<file path="config.mk">
export PLATFORM = sky130hd
export DESIGN_NAME = wildcard_byte_pattern_search
export DESIGN_NICKNAME = d
export VERILOG_FILES = /design/src/hw/rtl/wbps_pkg.sv /design/src/hw/rtl/wildcard_byte_pattern_search.sv /design/src/hw/rtl/wbps_cfg.sv /design/src/hw/rtl/wbps_scan.sv
export SDC_FILE = /design/constraint.sdc
export NUM_CORES = 1
export LEC_CHECK = 0
export BUFFER_PORTS_ARGS = -buffer_cell sky130_fd_sc_hd__buf_4
export CELL_PAD_IN_SITES_DETAIL_PLACEMENT = 0
export CELL_PAD_IN_SITES_GLOBAL_PLACEMENT = 1
export CORE_MARGIN = 2
export CORE_UTILIZATION = 53
export DETAILED_ROUTE_END_ITERATION = 10
export GPL_TIMING_DRIVEN = 0
export PLACE_DENSITY = 0.85
export SYNTH_ARGS = -nofsm -noshare
export SYNTH_HDL_FRONTEND = slang
export SYNTH_SLANG_ARGS = --single-unit
</file>
<file path="constraint.sdc">
create_clock -name clk_i -period 9.69 [get_ports clk_i]
set_input_delay 1.4535 -clock clk_i [delete_from_list [all_inputs] [get_ports clk_i]]
set_output_delay 1.4535 -clock clk_i [all_outputs]
set_load 0.01 [all_outputs]
</file>
<file path="src/hw/rtl/wbps_pkg.sv">
// ----------------------------------------------------------------------------
// wbps_pkg
// Shared types and constants of the wildcard byte pattern search.
// ----------------------------------------------------------------------------
`default_nettype none

package wbps_pkg;

  // Pattern bytes carried by the configuration registers.
  localparam int CFG_BYTES   = 16;
  localparam int CFG_IDX_W   = 2;
  localparam int CFG_DATA_W  = 64;
  localparam int LEN_W       = 5;
  localparam int MASK_W      = 16;
  localparam int RES_OFFS_W  = 32;

  // Configuration register indexes.
  localparam logic [CFG_IDX_W-1:0] REG_PATTERN_LOW  = 2'd0;
  localparam logic [CFG_IDX_W-1:0] REG_PATTERN_HIGH = 2'd1;
  localparam logic [CFG_IDX_W-1:0] REG_WILDCARD     = 2'd2;
  localparam logic [CFG_IDX_W-1:0] REG_LENGTH       = 2'd3;

  // Active configuration as seen by the scan stage; len is already clamped.
  typedef struct packed {
    logic [CFG_BYTES-1:0][7:0] pattern;
    logic [MASK_W-1:0]         mask;
    logic [LEN_W-1:0]          len;
  } cfg_t;

  typedef struct packed {
    logic                  found;
    logic [RES_OFFS_W-1:0] offset;
  } result_t;

endpackage

`default_nettype wire

</file>
<file path="src/hw/rtl/wildcard_byte_pattern_search.sv">
// ----------------------------------------------------------------------------
// wildcard_byte_pattern_search: first match of a wildcard byte pattern.
// A result is registered from its byte: the byte sits in the input register
// while the compare feeds the result register.
// Throughput: one byte per cycle; a result held by the receiver stops the
// input register, and the input stalls while that register is full.
// Reset clears the scan state and sets the configuration to its defaults.
// ----------------------------------------------------------------------------
`default_nettype none

module wildcard_byte_pattern_search
  import wbps_pkg::*;
#(
  parameter int MAX_PATTERN_BYTES = 16,
  parameter int OFFSET_BITS       = 32
) (
  input  wire logic                  clk_i,
  input  wire logic                  rst_ni,
  input  wire logic                  in_valid_i,
  output logic                       in_stall_o,
  input  wire logic [7:0]            data_byte_i,
  input  wire logic                  last_byte_i,
  output logic                       out_valid_o,
  input  wire logic                  out_stall_i,
  output logic                       found_o,
  output logic [RES_OFFS_W-1:0]      match_offset_o,
  input  wire logic                  cfg_we_i,
  input  wire logic [CFG_IDX_W-1:0]  cfg_idx_i,
  input  wire logic [CFG_DATA_W-1:0] cfg_wdata_i
);

  cfg_t    cfg;
  result_t res;
  result_t res_q;
  logic    res_valid;
  logic    s1_valid_q;
  logic [7:0] s1_data_q;
  logic    s1_last_q;
  logic    out_valid_q;
  logic    advance;
  logic    step;

  // The result register is free when empty or being taken this cycle.
  assign advance    = !out_valid_q || !out_stall_i;
  assign step       = s1_valid_q && advance;
  assign in_stall_o = s1_valid_q && !advance;

  always_ff @(posedge clk_i or negedge rst_ni) begin
    if (!rst_ni) begin
      s1_valid_q  <= 1'b0;
      out_valid_q <= 1'b0;
    end else begin
      if (!in_stall_o) begin
        s1_valid_q <= in_valid_i;
      end
      if (advance) begin
        out_valid_q <= step && res_valid;
      end
    end
  end

  always_ff @(posedge clk_i) begin
    if (in_valid_i && !in_stall_o) begin
      s1_data_q <= data_byte_i;
      s1_last_q <= last_byte_i;
    end
    if (step && res_valid) begin
      res_q <= res;
    end
  end

  wbps_cfg #(
    .MAX_PATTERN_BYTES(MAX_PATTERN_BYTES)
  ) u_cfg (
    .clk_i      (clk_i),
    .rst_ni     (rst_ni),
    .cfg_we_i   (cfg_we_i),
    .cfg_idx_i  (cfg_idx_i),
    .cfg_wdata_i(cfg_wdata_i),
    .cfg_o      (cfg)
  );

  wbps_scan #(
    .MAX_PATTERN_BYTES(MAX_PATTERN_BYTES),
    .OFFSET_BITS      (OFFSET_BITS)
  ) u_scan (
    .clk_i      (clk_i),
    .rst_ni     (rst_ni),
    .step_i     (step),
    .data_byte_i(s1_data_q),
    .last_byte_i(s1_last_q),
    .cfg_i      (cfg),
    .res_valid_o(res_valid),
    .res_o      (res)
  );

  assign out_valid_o    = out_valid_q;
  assign found_o        = res_q.found;
  assign match_offset_o = res_q.offset;

  // The input side only stalls while a byte waits in the input register.
  a_stall_needs_item: assert property (@(posedge clk_i) disable iff (!rst_ni)
    in_stall_o |-> s1_valid_q)
    else $error("input stalled with an empty input register");

  // A new result always comes from a byte held in the input register.
  a_result_source: assert property (@(posedge clk_i) disable iff (!rst_ni)
    $rose(out_valid_q) |-> $past(s1_valid_q))
    else $error("result appeared without a byte to cause it");

  // A not-found result carries a zero offset.
  a_notfound_zero: assert property (@(posedge clk_i) disable iff (!rst_ni)
    (out_valid_q && !res_q.found) |-> (res_q.offset == '0))
    else $error("not-found result with a nonzero offset");

endmodule

`default_nettype wire

</file>
<file path="src/hw/rtl/wbps_cfg.sv">
// ----------------------------------------------------------------------------
// wbps_cfg
// Configuration registers and clamping of the pattern length.
// ----------------------------------------------------------------------------
`default_nettype none

module wbps_cfg
  import wbps_pkg::*;
#(
  parameter int MAX_PATTERN_BYTES = 16
) (
  input  wire logic                  clk_i,
  input  wire logic                  rst_ni,
  input  wire logic                  cfg_we_i,
  input  wire logic [CFG_IDX_W-1:0]  cfg_idx_i,
  input  wire logic [CFG_DATA_W-1:0] cfg_wdata_i,
  output cfg_t                       cfg_o
);

  localparam int CAP = (MAX_PATTERN_BYTES < CFG_BYTES) ? MAX_PATTERN_BYTES : CFG_BYTES;

  logic [CFG_DATA_W-1:0] pat_low_q;
  logic [CFG_DATA_W-1:0] pat_high_q;
  logic [MASK_W-1:0]     mask_q;
  logic [LEN_W-1:0]      len_q;
  logic [LEN_W-1:0]      len_eff;

  always_ff @(posedge clk_i or negedge rst_ni) begin
    if (!rst_ni) begin
      pat_low_q  <= '0;
      pat_high_q <= '0;
      mask_q     <= '0;
      len_q      <= LEN_W'(1);
    end else if (cfg_we_i) begin
      unique case (cfg_idx_i)
        REG_PATTERN_LOW:  pat_low_q  <= cfg_wdata_i;
        REG_PATTERN_HIGH: pat_high_q <= cfg_wdata_i;
        REG_WILDCARD:     mask_q     <= cfg_wdata_i[MASK_W-1:0];
        REG_LENGTH:       len_q      <= cfg_wdata_i[LEN_W-1:0];
        default: ;
      endcase
    end
  end

  // A zero length behaves as one; a length beyond the window is clamped.
  always_comb begin
    if (len_q == '0) begin
      len_eff = LEN_W'(1);
    end else if (len_q > LEN_W'(CAP)) begin
      len_eff = LEN_W'(CAP);
    end else begin
      len_eff = len_q;
    end
  end

  assign cfg_o.pattern = {pat_high_q, pat_low_q};
  assign cfg_o.mask    = mask_q;
  assign cfg_o.len     = len_eff;

endmodule

`default_nettype wire

</file>
<file path="src/hw/rtl/wbps_scan.sv">
// ----------------------------------------------------------------------------
// wbps_scan
// Sliding byte window, position counter and masked window compare.
// ----------------------------------------------------------------------------
`default_nettype none

module wbps_scan
  import wbps_pkg::*;
#(
  parameter int MAX_PATTERN_BYTES = 16,
  parameter int OFFSET_BITS       = 32
) (
  input  wire logic       clk_i,
  input  wire logic       rst_ni,
  input  wire logic       step_i,
  input  wire logic [7:0] data_byte_i,
  input  wire logic       last_byte_i,
  input  wire cfg_t       cfg_i,
  output logic            res_valid_o,
  output result_t         res_o
);

  // Only the newest WIN bytes can ever take part in a compare.
  localparam int WIN   = (MAX_PATTERN_BYTES < CFG_BYTES) ? MAX_PATTERN_BYTES : CFG_BYTES;
  localparam int WIN_W = (WIN > 1) ? $clog2(WIN) : 1;
  localparam int FILL_W = $clog2(WIN + 1);

  logic [WIN-1:0][7:0]     win_q;
  logic [WIN-1:0][7:0]     win_d;
  logic [FILL_W-1:0]       fill_q;
  logic [FILL_W-1:0]       fill_d;
  logic [OFFSET_BITS-1:0]  pos_q;
  logic                    done_q;
  logic                    mismatch;
  logic                    hit;
  logic [OFFSET_BITS-1:0]  start;

  always_comb begin
    win_d[0] = data_byte_i;
    for (int k = 1; k < WIN; k++) begin
      win_d[k] = win_q[k-1];
    end
    fill_d = (fill_q == FILL_W'(WIN)) ? fill_q : fill_q + FILL_W'(1);
  end

  // Pattern byte i lines up with window entry len-1-i, entry 0 being newest.
  always_comb begin
    logic [LEN_W-1:0] lag;
    mismatch = 1'b0;
    for (int i = 0; i < WIN; i++) begin
      lag = cfg_i.len - LEN_W'(1) - LEN_W'(i);
      if ((LEN_W'(i) < cfg_i.len) && !cfg_i.mask[i] &&
          (win_d[lag[WIN_W-1:0]] != cfg_i.pattern[i])) begin
        mismatch = 1'b1;
      end
    end
    hit   = (32'(fill_d) >= 32'(cfg_i.len)) && !mismatch;
    start = pos_q - OFFSET_BITS'(cfg_i.len) + OFFSET_BITS'(1);
  end

  always_comb begin
    res_valid_o   = step_i && !done_q && (hit || last_byte_i);
    res_o.found   = hit;
    res_o.offset  = hit ? RES_OFFS_W'(start) : '0;
  end

  always_ff @(posedge clk_i or negedge rst_ni) begin
    if (!rst_ni) begin
      fill_q <= '0;
      pos_q  <= '0;
      done_q <= 1'b0;
    end else if (step_i) begin
      if (last_byte_i) begin
        // End of image: the next byte starts a new scan.
        fill_q <= '0;
        pos_q  <= '0;
        done_q <= 1'b0;
      end else if (!done_q) begin
        fill_q <= fill_d;
        pos_q  <= pos_q + OFFSET_BITS'(1);
        done_q <= hit;
      end
    end
  end

  // Entries at or beyond the fill count are never compared, so no reset.
  always_ff @(posedge clk_i) begin
    if (step_i && !done_q) begin
      win_q <= win_d;
    end
  end

endmodule

`default_nettype wire

</file>
==> flow_summary.yaml, run 1 <==
worst_hold_path:
  min-delay-start: "u_scan.win_d[88]"
  hold_end: "u_scan.win_d[96]"
  hold_path_class: "reg -> reg"
  hold_depth: 0
yosys:
  avgSynthCellArea_um2: 14.51
  synth_top_family_by_area: "multiplexers"
  synth_compound_area_share_pct: 3.691
  synth_area_mm2: 0.02237
  yosys.area.top_type: "mux4_2"
  synth_warnings: 0
  synth_edf_count: 162
  ys.flop_type: "dfrtp_1"
  synthXorXnorAreaFrac_pct: 7.399
  synth_async_sr_flop_share_pct: 53.85
  synth_most_common_cell: "mux4_2"
  seq_area_frac_synth_pct: 42.89
  yosys.area_share.simple_pct: 5.805
  synth_fa_ha_area_share_pct: 4.284
  synth_top_area_share_pct: 24.76
  synth_cells: 1542
  synthTopCellsByCount: "mux4_2 (246), dfrtp_1 (188), edfxtp_1 (162), mux2_2 (151), xnor2_1 (131)"
  syn_nets: 1698
  synth_seq_cells: 351
  synth_area_leaders: "mux4_2 (25%), edfxtp_1 (22%), dfrtp_1 (21%)"
  synth_cell_types: 71
  muxShareOfSynthArea_pct: 33.44
floorplanning:
  coreArea_mm2: 0.04185
  start_util_pct: 53.46
  die_width_um: 209.5
  rows: 75
  ios: 115
  die_h_um: 209.5
  die_area_mm2: 0.04387
setup_path:
  cp-start-kind: "flip-flop"
  r2r-start: "u_cfg.len_q[1]"
  crit_buf_inv: 9
  reg2reg_depth: 20
  crit_fanout: 33
  r2r_setup_slack_ps: 560
  crit_type: "reg -> reg"
  worst_path_dominant_cell_family: "buffers and inverters"
  rr_endpoint: "match_offset_o[7]"
  crit_arrival_ps: 9320
  crit_path_end_kind: "flip-flop"
  cpMostUsedCell: "clkbuf_1"
  cp_slowest_stage_delay_ps: 750
  cp.required_ps: 9880
  crit_slowest_cell: "nor2_4"
  cp_cell_sequence: "clkbuf_1, nor2b_1, clkbuf_1, clkinv_1, clkbuf_1, ha_1, clkbuf_1, clkinv_1, clkbuf_1, ha_1, buf_1, clkbuf_1, mux4_2, xnor2_1, nand4_1, o21ai_1, o21ai_0, nor4_2, a31oi_1, nor2_4"
route:
  vias: 15010
  drt-total-wl_um: 62580
  wl_per_cell_um: 27.54
  postRouteAntennaNets: 0
  first_pass_iters: 5
  drt_iter0_markers: 1707
  drc: 0
  viasPerCell: 6.606
pwr:
  sequentialPowerShare_pct: 27.5
  power.share.clock_pct: 21.3
  p_leak_nw: 9.728
  ir_drop_uv: 159.4
  cellPowerDensity_mw_per_mm2: 283.7
  switching_power_mw: 2.687
  switching_share_pct: 37.43
  p_int_mw: 4.492
  comb_power_share_pct: 51.2
final_layout:
  syn_to_final_growth_pct: 13.12
  fillerInstances: 3190
  diodes: 0
  nets: 1857
  final_util_pct: 60.47
  drive_gt1_share_pct: 36.30
clock_network:
  htree_levels: 2
  cts_buffers: 41
  worstSkewPairLatency_ps: 570
  clock_sinks: 351
  postCtsSetupBuffers: 0
  clk_path_buf_depth: 3
  clk_pin_slew_ps: 60
  cts_tree: "done"
  cts_root_buffer: "clkbuf_16"
sta:
  worstMarginPinSlew_ps: 1104
  max-slew-margin-rel_pct: 25.87
  fin_setup_tns_ps: 0
  final.min_clock_period_ps: 9132
  rsz0062_at_grt: "false"
  slew_viol_final: 0
  skew_ps: 27.54
  layout_worst_path_cycle_share_pct: 94.24
  fmax_ghz: 0.1095
  setup_viol: 0
  hold_violations: 0
global_routing:
  antenna_found_initial: 2
  grt_pass1_vias: 14940
  grt_pass1_wl_um: 93780
  track_usage_pct: 28.98
  overflow: 0
  grt_max_degree: 109
flow_run:
  maxCapViolations: 0
placed_design:
  portBuffers: 114
  dp_hpwl_um: 47550
  gp_congestion: 1.020
status:
  status: "complete, no violations"
[flip-flops by register name (all words and copies together) (netlist names)]
register,count
found_o,1
u_cfg.pat_high_q,64
u_scan.done_q,1
s1_valid_q,1
s1_data_q,8
u_scan.win_d,120
u_scan.fill_q,5
match_offset_o,32
u_cfg.len_q,5
out_valid_o,1
u_cfg.mask_q,16
u_cfg.pat_low_q,64
u_scan.pos_q,32
s1_last_q,1
[worst register-to-register path, cell delays in order (launching register included)]
cell and delay, ps:
dfrtp_1 330, clkbuf_1 340, nor2b_1 370, clkbuf_1 380, clkinv_1 330, clkbuf_1 540, ha_1 560, clkbuf_1 320
clkinv_1 280, clkbuf_1 490, ha_1 490, buf_1 490, clkbuf_1 590, mux4_2 640, xnor2_1 170, nand4_1 150
o21ai_1 410, o21ai_0 230, nor4_2 580, a31oi_1 290, nor2_4 750
[final cells by class]
| cell class | instances | area [um2] | share of cell area, % |
|---|---|---|---|
| Buffer | 77 | 349.1 | 1.379 |
| Inverter | 56 | 212.7 | 0.8404 |
| Timing Repair Buffer | 116 | 918.4 | 3.629 |
| Clock inverter | 14 | 72.57 | 0.2867 |
| Multi-Input combinational cell | 1058 | 12240 | 48.37 |
| Tap cell | 539 | 674.4 | 2.665 |
| Sequential cell | 351 | 9595 | 37.91 |
| Clock buffer | 61 | 1245 | 4.919 |
[cells in the final DEF (no fill, tap or decap), drive strengths merged, types with 2 or more instances in the layout]
master   count
ha          75
nor3b        4
a22o         3
or3          5
nor2        73
a211oi       9
o21ba        2
a31oi        7
clkbuf     109
nand3b       3
a21boi       3
and3         4
nand3       19
and2         7
mux4       246
xnor2      132
mux2       151
edfxtp     162
xor2        54
o2111ai      2
o21a         3
nand4       28
nor3        16
inv         55
nand2b      15
nor2b        9
nor4        13
a2111oi      2
clkinv      14
buf        145
o21ai       34
or2          3
dfrtp      188
o211a        2
a21o        11
mux2i       24
o211ai       3
nand2       42
a21oi       35
[power groups by stage]
stage	logic (mW)	registers, mW	clock network (mW)
floorplan	2.71	1.93	0
global placement	3.56	1.98	0
detailed placement	3.62	1.99	0
CTS	3.64	1.97	1.54
global route	3.87	1.99	1.60
finish	3.68	1.97	1.53
[kinds of logic after synthesis]
| logic type | Yosys count |
|---|---|
| flip-flops | 351 |
| buffers and inverters | 133 |
| multiplexers | 421 |
| XOR/XNOR | 186 |
| adder cells (fa/ha/maj) | 76 |
| AND/OR/NAND/NOR | 247 |
| AO/OA/AOI/OAI | 128 |
[worst max path at each step]
stage	endpoint	startpoint	cells past startpoint	slack (ps)
6_report	match_offset_o[7]	u_cfg.len_q[1]	20	560
5_1_grt	match_offset_o[9]	u_cfg.len_q[1]	20	180
4_1_cts	match_offset_o[0]	u_cfg.len_q[1]	20	410
3_5_place_dp	match_offset_o[31]	u_cfg.len_q[1]	20	530
3_3_place_gp	match_offset_o[31]	u_cfg.len_q[1]	20	-570
2_1_floorplan	found_o	u_cfg.len_q[3]	21	2220
[what timing repair did]
| action | 4_1_cts | 5_1_grt |
|---|---|---|
| resized for setup | 0 | 2 |
| endpoints found under the hold margin | 0 | 0 |
| hold buffers | 0 | 0 |
| endpoints found under the setup margin | 0 | 33 |
[per-stage QoR]
step           instances  power (mW)  cell area, um2  setup slack [ps]  hold slack (ps)
6_report            2272       7.180           25310             558.5            504.6
5_1_grt             2272       7.462           25310             180.4            511.7
4_1_cts             2272       7.151           25290             408.7            507.5
3_5_place_dp        2197       5.616           23980             529.2            499.6
3_3_place_gp        2195       5.546           23900            -573.7            488.0
2_1_floorplan       1542       4.647           22370              2219            470.1
[routing by layer]
layer  GRT usage (%)  share of wire (%)
met1           38.01                 38
met2           45.93                 47
met3           7.287                9.7
met4           13.35                5.1
met5               0              0.026
(Power assumes the default switching activity.)
==> run 2, diff against run 1 <==
--- a/config.mk
+++ b/config.mk
@@ -8,7 +8,6 @@
 export BUFFER_PORTS_ARGS = -buffer_cell sky130_fd_sc_hd__buf_4
 export CELL_PAD_IN_SITES_DETAIL_PLACEMENT = 0
 export CELL_PAD_IN_SITES_GLOBAL_PLACEMENT = 1
-export CORE_MARGIN = 2
 export CORE_UTILIZATION = 53
 export DETAILED_ROUTE_END_ITERATION = 10
 export GPL_TIMING_DRIVEN = 0
==> constraint.sdc (replaced) <==
create_clock -name clk_i -period 9.69 [get_ports clk_i]
set_input_delay 1.4535 -clock clk_i [delete_from_list [all_inputs] [get_ports clk_i]]
set_output_delay 1.4535 -clock clk_i [all_outputs]
set_load 0.05 [all_outputs]
==> flow_summary.yaml, run 2 (synthesis results as in run 1) <==
status:
  status: "complete, no violations"
route:
  viasPerCell: 6.625
  postRouteAntennaNets: 0
  route.top_layer_used: "met4"
  wl_met1_um: 23930
  dr_wl_met3_um: 5977
  drt_iter0_markers: 1761
  drc: 0
  first_pass_iters: 7
  wl_per_cell_um: 27.71
  vias: 14990
  met2_length_um: 29560
  drt-total-wl_um: 62670
global_routing:
  antenna_found_initial: 0
  overflow: 0
  grt_pass1_vias: 15000
  grt_max_degree: 124
  grt_pass1_wl_um: 94990
  track_usage_pct: 29.90
sta:
  slew_viol_final: 0
  setup_viol: 0
  final.min_clock_period_ps: 9296
  max-slew-margin-rel_pct: 18.23
  worstMarginPinSlew_ps: 1218
  holdWs_ps: 509.3
  fmax_ghz: 0.1076
  finalWorstSetupSlack_ps: 394.2
  hold_violations: 0
  skew_ps: 32.46
  layout_worst_path_cycle_share_pct: 95.93
  rsz0062_at_grt: "false"
clock_network:
  clock_sinks: 351
  cts_buffers: 40
  postCtsSetupBuffers: 0
  cts_root_buffer: "clkbuf_16"
  htree_levels: 2
  clk_path_buf_depth: 3
  clk_pin_slew_ps: 60
  worstSkewPairLatency_ps: 590
  cts_tree: "done"
worst_hold_path:
  hold_path_class: "reg -> reg"
  hold_depth: 0
pwr:
  ir_drop_uv: 187.4
  finalPower_mw: 7.271
  p_leak_nw: 9.722
  cellPowerDensity_mw_per_mm2: 287.2
final_layout:
  fin_area_mm2: 0.02532
  final_common_cell: "mux4_2"
  nets: 1857
  diodes: 0
  mostFrequentLayoutCells: "mux4_2 (246), dfrtp_1 (188), edfxtp_1 (162)"
  largest_reg_flops: 120
  final_util_pct: 61.45
  syn_to_final_growth_pct: 13.16
  drive_gt1_share_pct: 36.24
setup_path:
  reg2reg_depth: 21
  cp.required_ps: 9870
  crit_fanout: 33
  crit_arrival_ps: 9480
  cp-start-kind: "flip-flop"
  crit_path_end_kind: "flip-flop"
  crit_type: "reg -> reg"
placed_design:
  post-place-ws_ps: 406.0
  portBuffers: 114
  gp_congestion: 0.9624
  place_area_mm2: 0.02397
  dp_hpwl_um: 47700
floorplanning:
  ios: 115
  start_util_pct: 54.30
  rows: 74
  coreArea_mm2: 0.04120
  die_width_um: 207.5
  die_area_mm2: 0.04304
  die_h_um: 207.5
flow_run:
  maxCapViolations: 0
==> run 2: cell types whose count changed in the layout (fill, tap and decap cells not counted), moves of 2 or more <==
cell        delta
clkbuf_8       -6
bufinv_16      +3
clkinv_1       -2
clkinvlp_4     +2
clkinv_2       -4
==> run 2: final timing paths <==
path	slack [ps]	from	end
hold / removal	510	u_scan.win_d[23]	u_scan.win_d[31]
max in group asynchronous	7740	rst_ni	u_cfg.pat_high_q[20]
setup reg to reg	390	u_cfg.len_q[1]	match_offset_o[29]
setup / recovery	390	u_cfg.len_q[1]	match_offset_o[29]
min in group asynchronous	850	rst_ni	u_cfg.pat_high_q[53]
hold reg to reg	510	u_scan.win_d[23]	u_scan.win_d[31]
==> run 2: layer usage <==
metal | up-vias | global-route usage (%)
met1 | 7689 | 39.53
met2 | 802 | 47.16
met3 | 151 | 6.868
met5 | - | 0
li1 | 6343 | -
met4 | 0 | 14.00
==> run 2: per-stage QoR <==
stage,setup TNS (ps),std cells
final,0,2262
after global routing,0,2262
after CTS,0,2261
after detailed placement,0,2190
after global placement,-21610,2188
after floorplan,0,1542
==> run 2: cell type report <==
| class | instances | area [um2] |
|---|---|---|
| plain buffers | 77 | 349.1 |
| clock buffers | 55 | 1162 |
| clock inverters | 16 | 173.9 |
| fillers | 3102 | 15880 |
| inverters | 56 | 212.7 |
| multi-input cells | 1058 | 12230 |
| flip-flops and latches | 351 | 9595 |
| well taps | 532 | 665.6 |
| repair buffers | 117 | 925.9 |
==> run 2: critical path: stages (launching register included) <==
cell      delay, ps
dfrtp_1         320
clkbuf_1        330
nor2b_1         450
clkbuf_1        410
clkinv_1        340
clkbuf_1        550
ha_1            550
clkbuf_1        230
clkinv_1        210
clkbuf_1        680
ha_1            360
a31oi_1          70
xnor2_1         820
clkbuf_1        640
mux4_2          440
xnor2_1         180
nand2_1          90
o41ai_1         390
nand4_1         210
nor4_2          590
a31oi_1         290
nor2_4          710
==> run 2: power by group <==
part           internal [mW]  switching (mW)
Clock                  0.923           0.648
Sequential              1.79           0.179
Combinational           1.82            1.91
==> run 2: what timing repair did <==
item                       CTS  global route
hold buffers                 0             0
setup endpoints to repair    0             5
gates resized for setup      0             1
==> run 3, diff against run 2 <==
--- a/config.mk
+++ b/config.mk
@@ -10,7 +10,6 @@
 export CELL_PAD_IN_SITES_GLOBAL_PLACEMENT = 1
 export CORE_UTILIZATION = 53
 export DETAILED_ROUTE_END_ITERATION = 10
-export GPL_TIMING_DRIVEN = 0
 export PLACE_DENSITY = 0.85
 export SYNTH_ARGS = -nofsm -noshare
 export SYNTH_HDL_FRONTEND = slang
==> flow_summary.yaml, run 3 (synthesis results as in run 1) <==
clock_network:
  clk_pin_slew_ps: 60
  cts_root_buffer: "clkbuf_16"
  clk_path_buf_depth: 3
  postCtsSetupBuffers: 0
  htree_levels: 2
  clock_sinks: 351
  cts-hold-fix-buffers: 0
  cts_tree: "done"
  worstSkewPairLatency_ps: 580
  cts_buffers: 39
  post_cts_resized: 0
floorplanning:
  ios: 115
  start_util_pct: 54.30
  die_h_um: 207.5
  die_width_um: 207.5
  die_area_mm2: 0.04304
  coreArea_mm2: 0.04120
  rows: 74
global_routing:
  antenna_found_initial: 1
  overflow: 0
  track_usage_pct: 27.91
  grt_pass1_wl_um: 90490
  grt_max_degree: 76
  grt_pass1_vias: 14570
setup_path:
  cp.depth: 19
  r2r-start: "u_cfg.len_q[4]"
  crit_end: "match_offset_o[23]"
  cp.required_ps: 10020
  crit_type: "reg -> reg"
  crit_buf_inv: 7
  cp_slowest_stage_delay_ps: 700
  rr_endpoint: "match_offset_o[23]"
  crit_start: "u_cfg.len_q[4]"
  reg2reg_depth: 19
  cp-start-kind: "flip-flop"
  cpMostUsedCell: "buf_4"
  r2r_setup_slack_ps: 2330
  crit_path_end_kind: "flip-flop"
  crit_arrival_ps: 7690
  crit_fanout: 36
  crit_slowest_cell: "nand3_2"
  cp_cell_sequence: "nor2b_4, buf_4, clkinv_1, buf_4, ha_1, buf_4, clkinv_1, buf_4, ha_1, a21oi_2, xor2_2, buf_4, mux4_2, xor2_1, nor4_1, a211oi_1, nor4_2, nand3_2, a2111oi_0"
  worst_path_dominant_cell_family: "buffers and inverters"
route:
  drc: 0
  first_pass_iters: 6
  viasPerCell: 6.528
  wl_met1_um: 23520
  route.top_layer_used: "met5"
  drt-total-wl_um: 58590
  drt_iter0_markers: 1252
  met2_length_um: 28100
  dr_wl_met3_um: 4945
  postRouteAntennaNets: 0
  wl_per_cell_um: 26.60
  vias: 14380
final_layout:
  syn_to_final_growth_pct: 12.21
  regArea_mm2: 0.009595
  multi_input_area_mm2: 0.01229
  nets: 1797
  mostFrequentLayoutCells: "mux4_2 (246), dfrtp_1 (188), edfxtp_1 (162)"
  final_util_pct: 60.93
  final_common_cell: "mux4_2"
  stdcell_count: 2203
  diodes: 0
  fillerInstances: 3100
  drive_gt1_share_pct: 38.00
  largest_reg_flops: 120
sta:
  fin_setup_tns_ps: 0
  fmax_ghz: 0.1359
  slew_viol_final: 0
  worstMarginPinSlew_ps: 1161
  hold_violations: 0
  rsz0062_at_grt: "false"
  setup_viol: 0
  layout_worst_path_cycle_share_pct: 75.92
  max-slew-margin-rel_pct: 22.25
  skew_ps: 25.88
  final.min_clock_period_ps: 7357
  finalWorstSetupSlack_ps: 2333
pwr:
  cellPowerDensity_mw_per_mm2: 282.2
  p_leak_nw: 9.659
  ir_drop_uv: 178.2
status:
  status: "complete, no violations"
placed_design:
  gp_congestion: 0.9301
  post-place-ws_ps: 2394
  dp_hpwl_um: 43460
  place_inst: 2132
  portBuffers: 114
worst_hold_path:
  hold_path_class: "reg -> reg"
flow_run:
  maxCapViolations: 0
[run 3: final cells by class]
type / count / share of cell area (%)
multi-input combinational: 1058 / 48.94
inverter: 56 / 0.8572
sequential: 351 / 38.22
clock buffer: 52 / 4.580
clock inverter: 19 / 0.6928
timing repair buffer: 135 / 4.062
tap: 532 / 2.651
[run 3: per-stage QoR]
stage,cell area [um2],power (mW),hold WS (ps)
global placement,23780,5.486,482.5
CTS,25110,7.093,512.9
floorplan,22370,4.672,470.1
finish,25110,7.085,514.5
detailed placement,23780,5.549,489.9
global route,25110,7.413,526.4
[run 3: routing by layer]
metal	up-vias	global-route usage [%]
met5	-	0
met4	2	9.779
met3	99	7.474
met2	532	43.72
met1	7518	37.77
li1	6231	-
[run 3: worst reg2reg max path, cell delays in order, from the launching register on]
cell and delay, ps:
dfrtp_1 530, nor2b_4 150, buf_4 470, clkinv_1 150, buf_4 330, ha_1 360
buf_4 440, clkinv_1 210, buf_4 330, ha_1 290, a21oi_2 170, xor2_2 210
buf_4 310, mux4_2 560, xor2_1 160, nor4_1 310, a211oi_1 290, nor4_2 580
nand3_2 700, a2111oi_0 550
[run 3: report_power, final]
group / internal (mW) / leakage (nW) / switching, mW
sequential: 1.79 / 3.88 / 0.202
clock: 0.894 / 0.649 / 0.635
combinational: 1.81 / 5.13 / 1.76
[run 3: worst min-delay path by stage]
| stage | startpoint | cells after the start | slack [ps] | end |
|---|---|---|---|---|
| final | u_cfg.mask_q[1] | 1 | 510 | u_cfg.mask_q[1] |
| after global routing | u_scan.win_d[91] | 0 | 530 | u_scan.win_d[99] |
| after CTS | u_scan.win_d[18] | 0 | 510 | u_scan.win_d[26] |
| after detailed placement | u_cfg.mask_q[1] | 1 | 490 | u_cfg.mask_q[1] |
| after global placement | u_scan.win_d[28] | 0 | 480 | u_scan.win_d[36] |
| after floorplan | u_cfg.mask_q[1] | 1 | 470 | u_cfg.mask_q[1] |
